<file path="src/design/pyuv2rgb_pkg.sv">
`timescale 1ns / 1ps

package pyuv2rgb_pkg;

    // Byte layout codes of the packed macropixel
    localparam logic [2:0] LAYOUT_YUYV = 3'd0;
    localparam logic [2:0] LAYOUT_YYUV = 3'd1;
    localparam logic [2:0] LAYOUT_YVYU = 3'd2;
    localparam logic [2:0] LAYOUT_UYVY = 3'd3;
    localparam logic [2:0] LAYOUT_VYUY = 3'd4;

    // Output byte order codes
    localparam logic ORDER_RGB = 1'b0;
    localparam logic ORDER_BGR = 1'b1;

    // Configuration register indexes
    localparam logic REG_YUV_LAYOUT = 1'b0;
    localparam logic REG_RGB_ORDER  = 1'b1;

    localparam int CFG_DATA_W = 3;
    localparam int PROD_W     = 26;
    localparam int SCALEBITS  = 16;
    localparam int DELTA_W    = PROD_W - SCALEBITS;
    localparam int SUM_W      = 11;

    localparam logic [7:0] MAXSAMPLE = 8'd255;

    localparam logic signed [PROD_W-1:0] K_CR_R     = 26'sd91881;
    localparam logic signed [PROD_W-1:0] K_CB_B     = 26'sd116130;
    localparam logic signed [PROD_W-1:0] K_CB_G     = 26'sd22554;
    localparam logic signed [PROD_W-1:0] K_CR_G     = 26'sd46802;
    localparam logic signed [PROD_W-1:0] HALF_ROUND = 26'sd32768;

    typedef logic [3:0][7:0] mpix_t;

    typedef struct packed {
        logic [7:0] y0;
        logic [7:0] y1;
        logic [7:0] cb;
        logic [7:0] cr;
    } yuv_sel_t;

    // Pick Y0, Y1, Cb, Cr out of the macropixel; unknown codes fall back to UYVY
    function automatic yuv_sel_t select_bytes(input logic [2:0] layout, input mpix_t b);
        yuv_sel_t s;
        unique case (layout)
            LAYOUT_YUYV: s = '{y0: b[0], y1: b[2], cb: b[1], cr: b[3]};
            LAYOUT_YYUV: s = '{y0: b[0], y1: b[1], cb: b[2], cr: b[3]};
            LAYOUT_YVYU: s = '{y0: b[0], y1: b[2], cb: b[3], cr: b[1]};
            LAYOUT_VYUY: s = '{y0: b[1], y1: b[3], cb: b[2], cr: b[0]};
            default:     s = '{y0: b[1], y1: b[3], cb: b[0], cr: b[2]};
        endcase
        return s;
    endfunction

    // Chroma sample minus 128, sign-extended to the product width
    function automatic logic signed [PROD_W-1:0] center(input logic [7:0] c);
        return {{(PROD_W-7){~c[7]}}, c[6:0]};
    endfunction

    // y + delta, saturated to 0..255
    function automatic logic [7:0] clamp8(input logic [7:0] y,
                                          input logic signed [DELTA_W-1:0] d);
        logic signed [SUM_W-1:0] s;
        s = $signed({{(SUM_W-8){1'b0}}, y}) + $signed({d[DELTA_W-1], d});
        if (s < 0)
            return 8'd0;
        else if (s > $signed({{(SUM_W-8){1'b0}}, MAXSAMPLE}))
            return MAXSAMPLE;
        else
            return s[7:0];
    endfunction

endpackage

</file>
<file path="src/design/packed_yuv422_to_rgb24_core.sv">
`timescale 1ns / 1ps

// Channel    | Ports                                          | Transfer
// -----------+------------------------------------------------+---------------------------
// input      | start, busy, in_byte0..in_byte3                | edge with start && !busy
// result     | strobe, out_byte0..out_byte2, last_pixel       | every edge with strobe
// config     | cfg_we, cfg_index, cfg_data                    | every edge with cfg_we
//
// Sustained, one macropixel is taken per two pixels out, since the two pixels leave one
// per cycle from the output register; two transfers can land on consecutive edges when
// both stages are empty. Pixel 0 passes the capture stage (where it waits while the
// conversion stage is on pixel 0), the conversion stage and the output register; pixel 1
// follows in the next cycle. busy is high for a single cycle when the capture stage is
// full and the conversion stage is still on pixel 0. Reset clears the valid flags and
// loads the registers with layout UYVY and order R,G,B. The receiver cannot stall.
module packed_yuv422_to_rgb24_core (
    input  logic                                  clk,
    input  logic                                  rst_n,
    input  logic                                  start,
    output logic                                  busy,
    input  logic [7:0]                            in_byte0,
    input  logic [7:0]                            in_byte1,
    input  logic [7:0]                            in_byte2,
    input  logic [7:0]                            in_byte3,
    output logic                                  strobe,
    output logic [7:0]                            out_byte0,
    output logic [7:0]                            out_byte1,
    output logic [7:0]                            out_byte2,
    output logic                                  last_pixel,
    input  logic                                  cfg_we,
    input  logic                                  cfg_index,
    input  logic [pyuv2rgb_pkg::CFG_DATA_W-1:0]   cfg_data
);
    import pyuv2rgb_pkg::*;

    // Configuration registers
    logic [2:0] yuv_layout_reg;
    logic       rgb_order_reg;

    // Capture stage: raw macropixel
    mpix_t a_bytes_reg;
    logic  a_valid_reg;

    // Conversion stage: luma pair and chroma deltas, held for pixel 0 and pixel 1
    logic [7:0]                y0_reg, y1_reg;
    logic signed [DELTA_W-1:0] dr_reg, dg_reg, db_reg;
    logic                      b_valid_reg;
    logic                      b_phase_reg;

    // Output register
    logic [7:0] out0_reg, out1_reg, out2_reg;
    logic       strobe_reg, last_reg;

    logic accept;
    logic b_take;

    yuv_sel_t                  sel;
    logic signed [PROD_W-1:0]  cb_c, cr_c;
    logic signed [PROD_W-1:0]  sum_r, sum_g, sum_b;
    logic [7:0]                y_cur;
    logic [7:0]                r_pix, g_pix, b_pix;

    // Conversion stage frees up when empty or when it sends its second pixel
    assign b_take = !b_valid_reg || b_phase_reg;
    assign busy   = a_valid_reg && !b_take;
    assign accept = start && !busy;

    always_ff @(posedge clk or negedge rst_n)
    begin
        if (!rst_n)
        begin
            yuv_layout_reg <= LAYOUT_UYVY;
            rgb_order_reg  <= ORDER_RGB;
        end
        else if (cfg_we)
        begin
            unique case (cfg_index)
                REG_YUV_LAYOUT: yuv_layout_reg <= cfg_data[2:0];
                REG_RGB_ORDER:  rgb_order_reg  <= cfg_data[0];
                default:        ;
            endcase
        end
    end

    // Capture stage: hold the macropixel until the conversion stage takes it
    always_ff @(posedge clk or negedge rst_n)
    begin
        if (!rst_n)
            a_valid_reg <= 1'b0;
        else if (accept)
            a_valid_reg <= 1'b1;
        else if (b_take)
            a_valid_reg <= 1'b0;
    end

    always_ff @(posedge clk)
    begin
        if (accept)
            a_bytes_reg <= {in_byte3, in_byte2, in_byte1, in_byte0};
    end

    // Pick bytes and form the three rounded chroma deltas (arithmetic shift)
    always_comb
    begin
        sel   = select_bytes(yuv_layout_reg, a_bytes_reg);
        cb_c  = center(sel.cb);
        cr_c  = center(sel.cr);
        sum_r = K_CR_R * cr_c + HALF_ROUND;
        sum_b = K_CB_B * cb_c + HALF_ROUND;
        sum_g = HALF_ROUND - K_CB_G * cb_c - K_CR_G * cr_c;
    end

    always_ff @(posedge clk or negedge rst_n)
    begin
        if (!rst_n)
        begin
            b_valid_reg <= 1'b0;
            b_phase_reg <= 1'b0;
        end
        else if (b_take)
        begin
            b_valid_reg <= a_valid_reg;
            b_phase_reg <= 1'b0;
        end
        else
        begin
            // valid and on pixel 0: advance to pixel 1
            b_phase_reg <= 1'b1;
        end
    end

    always_ff @(posedge clk)
    begin
        if (b_take && a_valid_reg)
        begin
            y0_reg <= sel.y0;
            y1_reg <= sel.y1;
            dr_reg <= sum_r[PROD_W-1:SCALEBITS];
            dg_reg <= sum_g[PROD_W-1:SCALEBITS];
            db_reg <= sum_b[PROD_W-1:SCALEBITS];
        end
    end

    // Pixel 0 uses Y0, pixel 1 uses Y1; chroma is shared
    always_comb
    begin
        y_cur = b_phase_reg ? y1_reg : y0_reg;
        r_pix = clamp8(y_cur, dr_reg);
        g_pix = clamp8(y_cur, dg_reg);
        b_pix = clamp8(y_cur, db_reg);
    end

    always_ff @(posedge clk or negedge rst_n)
    begin
        if (!rst_n)
        begin
            strobe_reg <= 1'b0;
            last_reg   <= 1'b0;
        end
        else
        begin
            strobe_reg <= b_valid_reg;
            last_reg   <= b_valid_reg && b_phase_reg;
        end
    end

    always_ff @(posedge clk)
    begin
        if (b_valid_reg)
        begin
            out0_reg <= (rgb_order_reg == ORDER_BGR) ? b_pix : r_pix;
            out1_reg <= g_pix;
            out2_reg <= (rgb_order_reg == ORDER_BGR) ? r_pix : b_pix;
        end
    end

    assign strobe     = strobe_reg;
    assign last_pixel = last_reg;
    assign out_byte0  = out0_reg;
    assign out_byte1  = out1_reg;
    assign out_byte2  = out2_reg;

endmodule

</file>
<file path="config.mk">
export PLATFORM = sky130hd
export DESIGN_NAME = packed_yuv422_to_rgb24_core
export DESIGN_NICKNAME = d
export VERILOG_FILES = /design/src/design/pyuv2rgb_pkg.sv /design/src/design/packed_yuv422_to_rgb24_core.sv
export SDC_FILE = /design/constraint.sdc
export NUM_CORES = 1
export LEC_CHECK = 0
export ABC_AREA = 1
export BUFFER_PORTS_ARGS = -buffer_cell sky130_fd_sc_hd__buf_2
export CORE_AREA = 2 2 151 153
export CTS_BUF_LIST = sky130_fd_sc_hd__clkbuf_4
export CTS_CLUSTER_DIAMETER = 60
export CTS_CLUSTER_SIZE = 16
export DETAILED_ROUTE_END_ITERATION = 6
export DIE_AREA = 0 0 153 155
export GPL_TIMING_DRIVEN = 0
export PLACE_DENSITY = 0.83
export SLEW_MARGIN = 10
export SYNTH_ARGS = -nofsm -noshare
export SYNTH_HDL_FRONTEND = slang
export SYNTH_SLANG_ARGS = --single-unit
</file>
<file path="constraint.sdc">
create_clock -name clk -period 8.2 [get_ports clk]
set_clock_uncertainty 0.2 [all_clocks]
set_input_delay 1.23 -clock clk [delete_from_list [all_inputs] [get_ports clk]]
set_output_delay 1.23 -clock clk [all_outputs]
set_load 0.005 [all_outputs]
</file>
## Yosys cells after proc, flatten, opt, wreduce, memory -nomap -nowiden

Cells that the tools add are included.

| word-level totals | value |
|---|---|
| latch bits | 0 |
| memory bits (read-only) | 0 |
| bits in writable memories | 0 |
| memories kept | 0 |
| flip-flop bits (word level) | 111 |

| operators by class | value |
|---|---|
| reduce and logical (&&, ||, !) cells | 12 |
| divide/modulo/power cells | 0 |
| order comparisons | 6 |
| shifts and indexed selects | 0 |
| multiply operators | 4 |
| equality and inequality tests | 3 |
| add/sub/neg operators | 7 |
| mux-type cells | 12 |
| bitwise logic cells | 3 |

Operators by type and width:

| operator | number |
|---|---|
| case mux 32 bit (4 select lines) | 1 |
| 2-to-1 mux 8 bit | 8 |
| adder 26 x 17 -> 26 bit (second input constant) | 2 |
| adder 9 x 10 -> 11 bit | 3 |
| greater-than comparator 11 x 9 -> 1 bit (second input constant) | 3 |
| < comparator 11 x 1 -> 1 bit (second input constant) | 3 |
| multiplier 18 x 8 -> 26 bit (first input constant) | 1 |
| subtractor 25 x 25 -> 26 bit | 1 |
| multiplier 17 x 8 -> 25 bit (first input constant) | 1 |
| subtractor 17 x 24 -> 25 bit (first input constant) | 1 |
| multiplier 16 x 8 -> 24 bit (first input constant) | 1 |
| multiplier 15 x 8 -> 23 bit (first input constant) | 1 |
| logical AND 1 bit | 4 |
| AND reduction 2 bit | 2 |
| == test 3 x 1 -> 1 bit (second input constant) | 1 |
| == test 3 x 2 -> 1 bit (second input constant) | 1 |
| == test 3 bit (second input constant) | 1 |
| logical NOT 1 bit | 3 |
| logical NOT 3 bit | 1 |
| 2-to-1 mux 1 bit | 3 |
| NOT 1 bit | 3 |
| nonzero test 2 bit | 1 |
| logical OR 1 bit | 1 |

## Depth between registers and ports, before layout

Gate-level depths: netlist of the first run.

| depth | value |
|---|---|
| depth in word-level cells | 7 |
| mapped depth | 39 |
| depth with buffers taken out | 38 |

## Worst setup path after synthesis of the first run

No wires, ideal clock.

| timing path | value |
|---|---|
| path type | flip-flop to flip-flop |
| start point | register yuv_layout_reg[0] |
| end point | register dg_reg[8], data pin |
| path slack | 0.996 ns |
| stages on the path, launching flop included | 31 |
| data arrival time | 6.740 ns |
| data required time | 7.736 ns |
| clock period less this slack | 7.204 ns |
| cells stage by stage | dfstp_2 -> buf_6 -> a21o_1 -> nand2_1 -> clkbuf_1 -> o21ai_1 -> inv_1 -> fa_1 -> inv_1 -> fa_1 -> fa_1 -> inv_1 -> fa_1 -> inv_1 -> ha_1 -> nand2_1 -> nor2_1 -> nand2_1 -> o211ai_1 -> a31oi_1 -> o21ai_0 -> a31oi_1 -> xor2_1 -> ha_1 -> ha_1 -> nand2_1 -> o21ai_0 -> a21oi_1 -> o21ai_0 -> a31oi_1 -> xor2_1 |

| between the ends | value |
|---|---|
| word-level cells in the longest chain between the ends | 6 |
| elaborated cells between the ends (all ways) | 11 |

Ends and longest elaborated chain:

| item | line | source |
|---|---|---|
| from (decl) | packed_yuv422_to_rgb24_core.sv:37 | `logic [2:0] yuv_layout_reg;` |
| from (signal assigned) | packed_yuv422_to_rgb24_core.sv:78 | `REG_YUV_LAYOUT: yuv_layout_reg <= cfg_data[2:0];` |
| == test 3 bit, or another cell as far along | pyuv2rgb_pkg.sv:46 | `unique case (layout)` |
| case mux 32 bit (4 select lines) * | pyuv2rgb_pkg.sv:46 |  |
| NOT 1 bit | pyuv2rgb_pkg.sv:58 | `return {{(PROD_W-7){~c[7]}}, c[6:0]};` |
| multiplier 15 x 8 -> 23 bit | packed_yuv422_to_rgb24_core.sv:110 | `sum_g = HALF_ROUND - K_CB_G * cb_c - K_CR_G * cr_c;` |
| subtractor 17 x 24 -> 25 bit | packed_yuv422_to_rgb24_core.sv:110 |  |
| subtractor 25 x 25 -> 26 bit * | packed_yuv422_to_rgb24_core.sv:110 |  |
| named net sum_g[24] | packed_yuv422_to_rgb24_core.sv:59 | `logic signed [PROD_W-1:0] sum_r, sum_g, sum_b;` |
| to (signal assigned) | packed_yuv422_to_rgb24_core.sv:139 | `dg_reg <= sum_g[PROD_W-1:SCALEBITS];` |
| to (decl) | packed_yuv422_to_rgb24_core.sv:46 | `logic signed [DELTA_W-1:0] dr_reg, dg_reg, db_reg;` |

Mark *: on every way through the listed nets, which the timed path passes. The rest lies on a longest branch.
A chain may end at the register's enable or synchronous reset.

## Worst setup path after layout of the first run

Same ends and word-level chain as after synthesis.

==> key figures, run 1 <==
Run status
  – Status: complete, but fails checks
  – Violated checks: DRC

Clock tree
  – Max clock buf depth: 2
  – H-tree Lvls: 3
  – Clock transition at the registers of the reported paths: roughly 0.16 ns
  – TritonCTS clock tree: yes
  – Root Buffer Master: clkbuf_4
  – Num CTS Buffers: 9
  – Clock sink count: approximately 110
  – Worst-Skew Late Latency: approximately 0.5 ns

Cells and area
  – Share of layout cells above drive strength 1: 0.0854
  – Max reg flops: 32
  – Area Overhead vs Synth: 6.24%
  – Nets@finish: about 2100
  – Final core occ: 0.675
  – Fill cells: approximately 1800
  – Register Area: approximately 0.0033 mm2
  – Multi-input gate area: about 0.0095 mm2

Floorplanning
  – Initial core utilization: 0.636
  – DIE AREA: 0.0237 mm2
  – Die height: about 160 um
  – Die width: about 150 um
  – # IOs: 67
  – Core area: roughly 0.022 mm2
  – Std-Cell Rows: between 50 and 60

Synth
  – Post-synth top cells: inv_1 (334), nand2_1 (269), ha_1 (263)
  – Compound-Gate Fraction of Synth Area: 0.107
  – Fraction of registers with async set or reset after synthesis: 0.0811
  – Yosys reg bits: around 110
  – Synth Area in Adders: 0.370
  – Post-Synthesis Cell Area: around 0.014 mm2
  – Mux contribution to synthesized area: 0
  – Netlist cell types: 57
  – Post-synth EDFFs: 102
  – Count leader, synth: inv_1
  – Net Count, Synth: 2024
  – Primary FF master, synth: edfxtp_1
  – Mean Syn Cell Area: 8.70 um2
  – Synth top area share: 0.233
  – Synth Area in Simple Gates: 0.149
  – Sequential fraction of the synthesis area: 0.233
  – Synth area leaders: ha_1 (23%), edfxtp_1 (22%), fa_1 (14%)
  – Area leader, netlist: ha_1
  – Yosys warning count: 0
  – Mapped Cells: between 1500 and 2000
  – Xor-xnor portion of the synthesized cell area: 0.0458
  – Main combinational cell family by area after synthesis: adder cells

Setup path
  – Crit Path Class: reg2reg
  – Crit start category: flip-flop
  – Critical path's most frequent cell: inv_1
  – CP Max Fanout: 10
  – Slowest stage cell, crit path: ha_1
  – CP arrival: approximately 7.8 ns
  – Crit path largest cell delay: between 0.5 and 0.6 ns
  – CP required: between 8 and 9 ns
  – Setup crit end kind: flip-flop
  – Register-to-register setup slack: between 0.4 and 0.5 ns

STA
  – Setup_tns: 0 ns
  – Min Tclk post-route: about 8 ns
  – Fin crit share: 0.948
  – Measured slew at the worst slew-check pin: 1.10 ns
  – F_max: 129 MHz
  – Final Max Tran Viols: 0
  – Slew headroom: 0.263
  – Hold Fails Final Rpt: 0
  – Final setup vio count: 0

Detailed routing
  – Drt wl/cell: 15.9 um
  – Final antenna-violating net count: 0
  – DRT Pass-1 Iters: 7
  – Routed WL: about 32000 um
  – Final routed DRC violation total: 2
  – Post-DR vias/cell: about 5.6
  – DR vias: between 10000 and 15000
  – DR iter-0 viols: 709

GRT
  – First-pass GRT wire length: between 50000 and 60000 um
  – GRT Total Usage: 0.276
  – Global route overflow: 0
  – Largest net degree at the start of global routing: 36
  – Vias in the first global route: approximately 11000
  – Initial antenna violation count: 1

Placed design
  – Final GP Congestion: approximately 0.92
  – I/O Buffers: 66
  – Detailed placement HPWL: approximately 27000 um

Hold path
  – HP Class: reg2reg

Job
  – Maxcap violations: 0
path summary, 6_finish.rpt:
check                                  start                end  cells past startpoint
max                        yuv_layout_reg[0]          dg_reg[8]                     33
max reg2reg                yuv_layout_reg[0]          dg_reg[8]                     33
max in group asynchronous              rst_n  yuv_layout_reg[1]                      1
min reg2reg                      a_valid_reg        b_valid_reg                      2
min                              a_valid_reg        b_valid_reg                      2
min in group asynchronous              rst_n      rgb_order_reg                      1
logic make-up (layout without fill, tap and decap cells):
group                    Yosys count  count (layout)
other                              0               1
adder cells (fa/ha/maj)          360             360
buffers and inverters            353             438
flip-flops                       111             111
AO/OA/AOI/OAI                    260             260
AND/OR/NAND/NOR                  467             467
XOR/XNOR                          73              73
worst max-delay path, delay by kind of cell (launching register included):
family                   cells  cell delay, ns
AND/OR/NAND/NOR              8            1.22
adder cells (fa/ha/maj)      7            3.06
buffers and inverters        7            0.96
XOR/XNOR                     2            0.25
AO/OA/AOI/OAI                9            1.40
flip-flops                   1            0.40
what timing repair did:
action,in CTS,in global routing
endpoints found under the setup margin,2,7
hold buffers,0,0
gates cloned,0,0
pin swaps,0,1
gates resized for setup,5,10
buffers inserted,0,2
area by class of cell:
type,count,area share
tap,285,0.0238
antenna,1,0.000167
buffer,13,0.00409
inverter,340,0.0854
sequential,111,0.219
clock buffer,9,0.00450
timing repair buffer,69,0.0243
clock inverter,7,0.00317
multi-input combinational,1160,0.635
per-stage QoR:
stage / instance area (um2) / setup WS, ns / hold slack, ns / std cells
3_5_place_dp: 14800 / -0.297 / 0.306 / 1976
2_1_floorplan: 14100 / 0.996 / 0.235 / 1624
4_1_cts: 15000 / 0.00749 / 0.327 / 1992
6_report: 15000 / 0.424 / 0.329 / 1995
3_3_place_gp: 14800 / -0.133 / 0.250 / 1975
5_1_grt: 15000 / -0.000596 / 0.327 / 1995
cell usage in the layout (no fill, tap or decap), types with 5 or more instances in the layout:
cell type | netlist | final
a21o_1 | 8 | 8
a21oi_1 | 115 | 114
a221oi_1 | 7 | 7
a31oi_1 | 7 | 7
buf_2 | 3 | 69
clkbuf_1 | 8 | 7
clkbuf_4 | 0 | 9
dfrtp_1 | 7 | 7
edfxtp_1 | 102 | 102
fa_1 | 97 | 97
ha_1 | 263 | 263
inv_1 | 334 | 333
nand2_1 | 269 | 267
nand2_2 | 11 | 13
nand3_1 | 76 | 76
nand4_1 | 10 | 10
nor2_1 | 53 | 51
nor2_4 | 5 | 6
nor3_1 | 10 | 10
o21a_1 | 6 | 5
o21ai_0 | 67 | 63
o21ai_1 | 5 | 7
o21bai_1 | 8 | 8
o221ai_1 | 8 | 8
o22ai_1 | 6 | 6
o31ai_1 | 6 | 6
or2_2 | 8 | 8
xnor2_1 | 27 | 27
xor2_1 | 45 | 45
per-layer routing:
metal  vias to the layer above  track usage  wire length [um]
met1                      5218        0.351             13700
met4                         0       0.0957               971
li1                       5537            -                 -
met5                         -            0                 0
met2                       298        0.490             15700
met3                        73       0.0329              1380
Power of run 1 is not shown: default switching activity piles up to over one toggle a cycle in this logic, so the estimate is an artifact.
==> inputs of run 2 (changes only) <==
--- a/config.mk
+++ b/config.mk
@@ -7,14 +7,14 @@
 export LEC_CHECK = 0
 export ABC_AREA = 1
 export BUFFER_PORTS_ARGS = -buffer_cell sky130_fd_sc_hd__buf_2
-export CORE_AREA = 2 2 151 153
+export CORE_AREA = 2 2 164 166
 export CTS_BUF_LIST = sky130_fd_sc_hd__clkbuf_4
 export CTS_CLUSTER_DIAMETER = 60
 export CTS_CLUSTER_SIZE = 16
 export DETAILED_ROUTE_END_ITERATION = 6
-export DIE_AREA = 0 0 153 155
+export DIE_AREA = 0 0 166 168
 export GPL_TIMING_DRIVEN = 0
-export PLACE_DENSITY = 0.83
+export PLACE_DENSITY = 0.72
 export SLEW_MARGIN = 10
 export SYNTH_ARGS = -nofsm -noshare
 export SYNTH_HDL_FRONTEND = slang
==> run 2 against run 1 <==
  * The run now ends clean
  * Utilization shrank 10 points
  * Global-route usage shrank 4.3 points
  * Clock-buffer cell count is the same
  * Non-clock buffer count grew 3
  * Flip-flop and latch count is the same
  * Sequential share of layout area shrank 0.16 points
  * Critical path depth shrank 3
  * Cell count grew 3.0%
  * Register-to-register slack gained 0.06 ns
  * Fmax grew 0.74%
  * Design area grew 0.72%
  * Highest routed layer unchanged
==> key figures, run 2 (same netlist as run 1, synthesis figures left out) <==
STA
  – Hold Fails Final Rpt: 0 (unchanged)
  – RSZ-0062 raised after global routing: no
  – Slew headroom: 0.193 (was 0.263)
  – Min Tclk post-route: 7.72 ns (was 7.78 ns)
  – Hold WS: 0.321 ns (was 0.329 ns)
  – Fin crit share: 0.941 (was 0.948)
  – F_max: 130 MHz (was 129 MHz)
  – Measured slew at the worst slew-check pin: 1.21 ns (was 1.10 ns)
  – Final Max Tran Viols: 0 (unchanged)
  – Final setup vio count: 0 (unchanged)

Detailed routing
  – DR vias: 11000 (was 11100)
  – DR iter-0 viols: 648 (was 709)
  – Routed WL: 31200 um (was 31700 um)
  – Final antenna-violating net count: 0 (unchanged)
  – Drt wl/cell: 15.2 um (was 15.9 um)
  – Post-DR vias/cell: 5.37 (was 5.58)
  – DRT Pass-1 Iters: 5 (was 7)
  – Final routed DRC violation total: 0 (was 2)

Floorplanning
  – Die width: 166 um (was 153 um)
  – Initial core utilization: 0.536 (was 0.636)
  – Std-Cell Rows: 60 (was 55)
  – Core area: 0.0264 mm2 (was 0.0222 mm2)
  – Die height: 168 um (was 155 um)
  – # IOs: 67 (unchanged)
  – DIE AREA: 0.0279 mm2 (was 0.0237 mm2)

Setup path
  – Critical path's most frequent cell: inv_1 (unchanged)
  – Crit path largest cell delay: 0.56 ns (was 0.57 ns)
  – Crit Path Class: reg2reg (unchanged)
  – CP required: 8.25 ns (was 8.24 ns)
  – Setup crit end kind: flip-flop (unchanged)
  – Crit start category: flip-flop (unchanged)
  – Slowest stage cell, crit path: dfstp_2 (was ha_1)
  – CP arrival: 7.77 ns (was 7.82 ns)
  – CP Max Fanout: 8 (was 10)

Cells and area
  – Multi-input gate area: 0.00954 mm2 (was 0.00953 mm2)
  – Commonest non-fill, non-tap cell in the layout: inv_1 (unchanged)
  – Nets@finish: 2107 (was 2104)
  – Register Area: 0.00329 mm2 (unchanged)
  – Max reg flops: 32 (unchanged)
  – Fill cells: 2387 (was 1808)
  – Most frequent cells in the layout: inv_1 (334), nand2_1 (267), ha_1 (262), a21oi_1 (113), edfxtp_1 (102) (was inv_1 (333), nand2_1 (267), ha_1 (263), a21oi_1 (114), edfxtp_1 (102))
  – Share of layout cells above drive strength 1: 0.0876 (was 0.0854)
  – Area Overhead vs Synth: 7.01% (was 6.24%)

Job
  – Maxcap violations: 0 (unchanged)

Placed design
  – Final GP Congestion: 0.926 (was 0.918)
  – Detailed placement HPWL: 26900 um (was 27200 um)
  – I/O Buffers: 66 (unchanged)

Clock tree
  – Clock transition at the registers of the reported paths: 0.17 ns (was 0.16 ns)
  – Root Buffer Master: clkbuf_4 (unchanged)
  – Max clock buf depth: 2 (unchanged)
  – TritonCTS clock tree: yes (unchanged)
  – H-tree Lvls: 3 (unchanged)
  – Num CTS Buffers: 9 (unchanged)
  – Clock sink count: 111 (unchanged)
  – Hold_buf cts: 0 (unchanged)
  – Worst-Skew Late Latency: 0.50 ns (was 0.51 ns)

Hold path
  – HP Class: reg2reg (unchanged)

GRT
  – Global route overflow: 0 (unchanged)
  – Vias in the first global route: 11000 (was 11400)
  – First-pass GRT wire length: 52700 um (was 53200 um)
  – GRT Total Usage: 0.233 (was 0.276)
  – Initial antenna violation count: 1 (unchanged)
  – Largest net degree at the start of global routing: 34 (was 36)

Run status
  – Status: complete, no violations (was complete, but fails checks)
-- run 2: changes by cell type in the layout (fill, tap and decap cells not counted), sizes merged --
cell / delta
clkbuf: -1
clkinvlp: +2
buf: +4
clkinv: -2
-- run 2: timing repair --
item,4_1_cts,5_1_grt
resized for setup,1,17
setup endpoints to repair,3,8
gates cloned,0,0
pin swaps,0,2
setup buffers,0,5
-- run 2: stage by stage --
stage	setup TNS (ns)	cell area, um2	setup WS, ns	cells	util
6_report	0	15100	0.481	2054	0.574
5_1_grt	0	15100	0.0296	2054	0.574
4_1_cts	0	15000	0.0321	2048	0.571
3_5_place_dp	-0.403	14900	-0.272	2032	0.566
3_3_place_gp	-0.358	14900	-0.247	2031	0.565
2_1_floorplan	0	14100	0.996	1624	-
-- run 2: final timing paths --
| check | startpoint | slack [ns] | endpoint | cells past startpoint |
|---|---|---|---|---|
| worst max-delay path | yuv_layout_reg[0] | 0.48 | dg_reg[8] | 30 |
| worst min-delay path | a_valid_reg | 0.32 | b_valid_reg | 2 |
| worst max register to register | yuv_layout_reg[0] | 0.48 | dg_reg[8] | 30 |
| worst min register to register | a_valid_reg | 0.32 | b_valid_reg | 2 |
| max in group asynchronous | rst_n | 7.22 | yuv_layout_reg[1] | 1 |
| min in group asynchronous | rst_n | 0.33 | rgb_order_reg | 1 |
-- run 2: per-layer routing --
| layer | part of all wire | vias up | track usage | wire [um] |
|---|---|---|---|---|
| li1 | - | 5557 | - | - |
| met1 | 0.45 | 5196 | 0.305 | 14200 |
| met2 | 0.48 | 222 | 0.400 | 14900 |
| met3 | 0.041 | 45 | 0.0329 | 1270 |
| met4 | 0.027 | 0 | 0.0741 | 839 |
| met5 | 0 | - | 0 | 0 |
-- run 2: worst max-delay path: cells and delay by family, from the launching register on --
kind                     cells  cell delay (ns)
buffers and inverters        7             0.92
AND/OR/NAND/NOR              4             0.68
XOR/XNOR                     2             0.35
adder cells (fa/ha/maj)      7             2.80
flip-flops                   1             0.56
AO/OA/AOI/OAI               10             1.93
-- run 2: area by class of cell --
class,count,area share
multi-input combinational,1160,0.631
sequential,111,0.218
inverter,340,0.0848
tap,341,0.0282
timing repair buffer,72,0.0257
clock buffer,9,0.00447
buffer,13,0.00406
clock inverter,7,0.00372
antenna,1,0.000166
Power of run 2 is left out for the same reason.
==> inputs of run 3 (changes only) <==
--- a/config.mk
+++ b/config.mk
@@ -15,7 +15,9 @@
 export DIE_AREA = 0 0 166 168
 export GPL_TIMING_DRIVEN = 0
 export PLACE_DENSITY = 0.72
-export SLEW_MARGIN = 10
+export REMOVE_ABC_BUFFERS = 1
+export SKIP_LAST_GASP = 1
+export SLEW_MARGIN = 20
 export SYNTH_ARGS = -nofsm -noshare
 export SYNTH_HDL_FRONTEND = slang
 export SYNTH_SLANG_ARGS = --single-unit
==> run 3 against run 2 <==
  * The flow now finishes with violations (DRC)
  * Clock-buffer cell count did not move
  * Wire length fell by 0.71%
  * Global-route usage fell by 0.72 points
  * Highest routed layer unchanged
  * Via count fell by 1.1%
  * Register-to-register slack got worse by 0.03 ns
  * Design area fell by 0.14%
  * Critical path depth fell by 2
  * Die area did not move
  * Fmax fell by 0.33%
  * Non-clock buffer count fell by 14
  * First-iteration DRC count rose by 21%
==> key figures, run 3 (same netlist as run 1, synthesis figures left out) <==
Run status
  – Status: complete, but fails checks (was complete, no violations)
  – Violated checks: DRC

Setup path
  – Setup crit end kind: flip-flop (unchanged)
  – End point of the critical path: dg_reg[8] (unchanged)
  – Worst R2R Start: yuv_layout_reg[0] (unchanged)
  – Register-to-register setup slack: 0.46 ns (was 0.48 ns)
  – Crit path largest cell delay: 0.74 ns (was 0.56 ns)
  – CP startpoint: yuv_layout_reg[0] (unchanged)
  – CP required: 8.22 ns (was 8.25 ns)
  – FF-to-FF path depth: 28 (was 30)
  – Crit start category: flip-flop (unchanged)
  – CP Max Fanout: 9 (was 8)
  – CP arrival: 7.77 ns (about the same)
  – Reg2Reg Capture Point: dg_reg[8] (unchanged)
  – Slowest stage cell, crit path: dfstp_4 (was dfstp_2)
  – Critical path's most frequent cell: ha_1 (was inv_1)
  – Crit Path Class: reg2reg (unchanged)

STA
  – Setup WS post-layout: 0.455 ns (was 0.481 ns)
  – Slew headroom: 0.269 (was 0.193)
  – Min Tclk post-route: 7.74 ns (was 7.72 ns)
  – Hold WS: 0.317 ns (was 0.321 ns)
  – Fin crit share: 0.944 (was 0.941)
  – F_max: 129 MHz (was 130 MHz)
  – Final setup vio count: 0 (unchanged)
  – Measured slew at the worst slew-check pin: 1.09 ns (was 1.21 ns)
  – Hold Fails Final Rpt: 0 (unchanged)
  – Final Max Tran Viols: 0 (unchanged)

Detailed routing
  – DR iter-0 viols: 787 (was 648)
  – Post-DR vias/cell: 5.34 (was 5.37)
  – Routed WL: 31000 um (was 31200 um)
  – Final routed DRC violation total: 1 (was 0)
  – Drt wl/cell: 15.2 um (about the same)
  – DR vias: 10900 (was 11000)
  – Final antenna-violating net count: 0 (unchanged)
  – DRT Pass-1 Iters: 7 (was 5)

GRT
  – Largest net degree at the start of global routing: 33 (was 34)
  – GRT Total Usage: 0.225 (was 0.233)
  – Initial antenna violation count: 1 (unchanged)
  – Global route overflow: 0 (unchanged)
  – Vias in the first global route: 10500 (was 11000)
  – First-pass GRT wire length: 51400 um (was 52700 um)

Clock tree
  – Max clock buf depth: 2 (unchanged)
  – Clock sink count: 111 (unchanged)
  – Worst-Skew Late Latency: 0.48 ns (was 0.50 ns)
  – Hold_buf cts: 0 (unchanged)
  – TritonCTS clock tree: yes (unchanged)
  – Clock transition at the registers of the reported paths: 0.16 ns (was 0.17 ns)
  – Root Buffer Master: clkbuf_4 (unchanged)
  – H-tree Lvls: 3 (unchanged)
  – Num CTS Buffers: 9 (unchanged)

Cells and area
  – Share of layout cells above drive strength 1: 0.0865 (was 0.0876)
  – Most frequent cells in the layout: inv_1 (332), nand2_1 (266), ha_1 (262), a21oi_1 (114), edfxtp_1 (102) (was inv_1 (334), nand2_1 (267), ha_1 (262), a21oi_1 (113), edfxtp_1 (102))
  – Nets@finish: 2094 (was 2107)
  – Commonest non-fill, non-tap cell in the layout: inv_1 (unchanged)
  – Fill cells: 2373 (was 2387)
  – Area Overhead vs Synth: 6.86% (was 7.01%)
  – Max reg flops: 32 (unchanged)

Floorplanning
  – Initial core utilization: 0.536 (unchanged)
  – Std-Cell Rows: 60 (unchanged)
  – # IOs: 67 (unchanged)
  – DIE AREA: 0.0279 mm2 (unchanged)
  – Die height: 168 um (unchanged)
  – Die width: 166 um (unchanged)
  – Core area: 0.0264 mm2 (unchanged)

Job
  – Maxcap violations: 0 (unchanged)

Placed design
  – Final GP Congestion: 0.905 (was 0.926)
  – Detailed placement HPWL: 26300 um (was 26900 um)
  – I/O Buffers: 66 (unchanged)
  – Pre-CTS worst setup slack: -0.318 ns (was -0.272 ns)

Hold path
  – HP Class: reg2reg (unchanged)
  – Hold Path Origin: a_valid_reg (unchanged)
## run 3: changes by cell type in the layout (fill, tap and decap cells not counted), moves of 2 or more
cell,before,now
buf_2,70,67
inv_4,2,5
clkinv_4,2,0
clkbuf_1,7,0
buf_4,5,2
inv_1,334,332
o21ai_2,3,1
## run 3: through the flow
stage	cells	TNS [ns]	instance area, um2	utilization
final	2041	0	15100	0.573
after global routing	2041	-0.000424	15100	0.573
after CTS	2035	0	15000	0.570
after detailed placement	2019	-0.442	14900	0.564
after global placement	2018	-0.233	14800	0.563
after floorplan	1611	0	14100	-
## run 3: worst min-delay path by stage
stage               cells past startpoint                end
finish                                  2        b_valid_reg
global route                            1      rgb_order_reg
CTS                                     1  yuv_layout_reg[2]
detailed placement                      2        b_valid_reg
global placement                        2        b_valid_reg
floorplan                               2        b_valid_reg
## run 3: cell type report
cell class / count / area, um2 / area share
Multi-Input combinational cell: 1161 / 9550 / 0.633
Sequential cell: 111 / 3300 / 0.218
Inverter: 340 / 1280 / 0.0851
Tap cell: 341 / 427 / 0.0283
Timing Repair Buffer: 71 / 398 / 0.0264
Clock inverter: 7 / 68.8 / 0.00456
Clock buffer: 9 / 67.6 / 0.00448
Antenna cell: 1 / 2.50 / 0.000166
## run 3: what timing repair did
item	CTS	global route
setup buffers	0	3
pin swaps	0	1
endpoints found under the setup margin	4	6
gates cloned	0	1
resized for setup	4	13
## run 3: worst max-delay path: cells and delay by family, from the launching register on
kind | cells | cell delay (ns)
AO/OA/AOI/OAI | 7 | 1.46
XOR/XNOR | 2 | 0.31
adder cells (fa/ha/maj) | 7 | 2.99
buffers and inverters | 4 | 0.40
flip-flops | 1 | 0.74
AND/OR/NAND/NOR | 8 | 1.36
## run 3: routing by layer
layer  share of wire  up-vias  track usage
met5               0        -            0
met1            0.47     5114        0.316
met4           0.018        0       0.0548
met2            0.47      236        0.381
met3           0.037       30       0.0188
li1                -     5517            -
Power of run 3 is left out for the same reason.
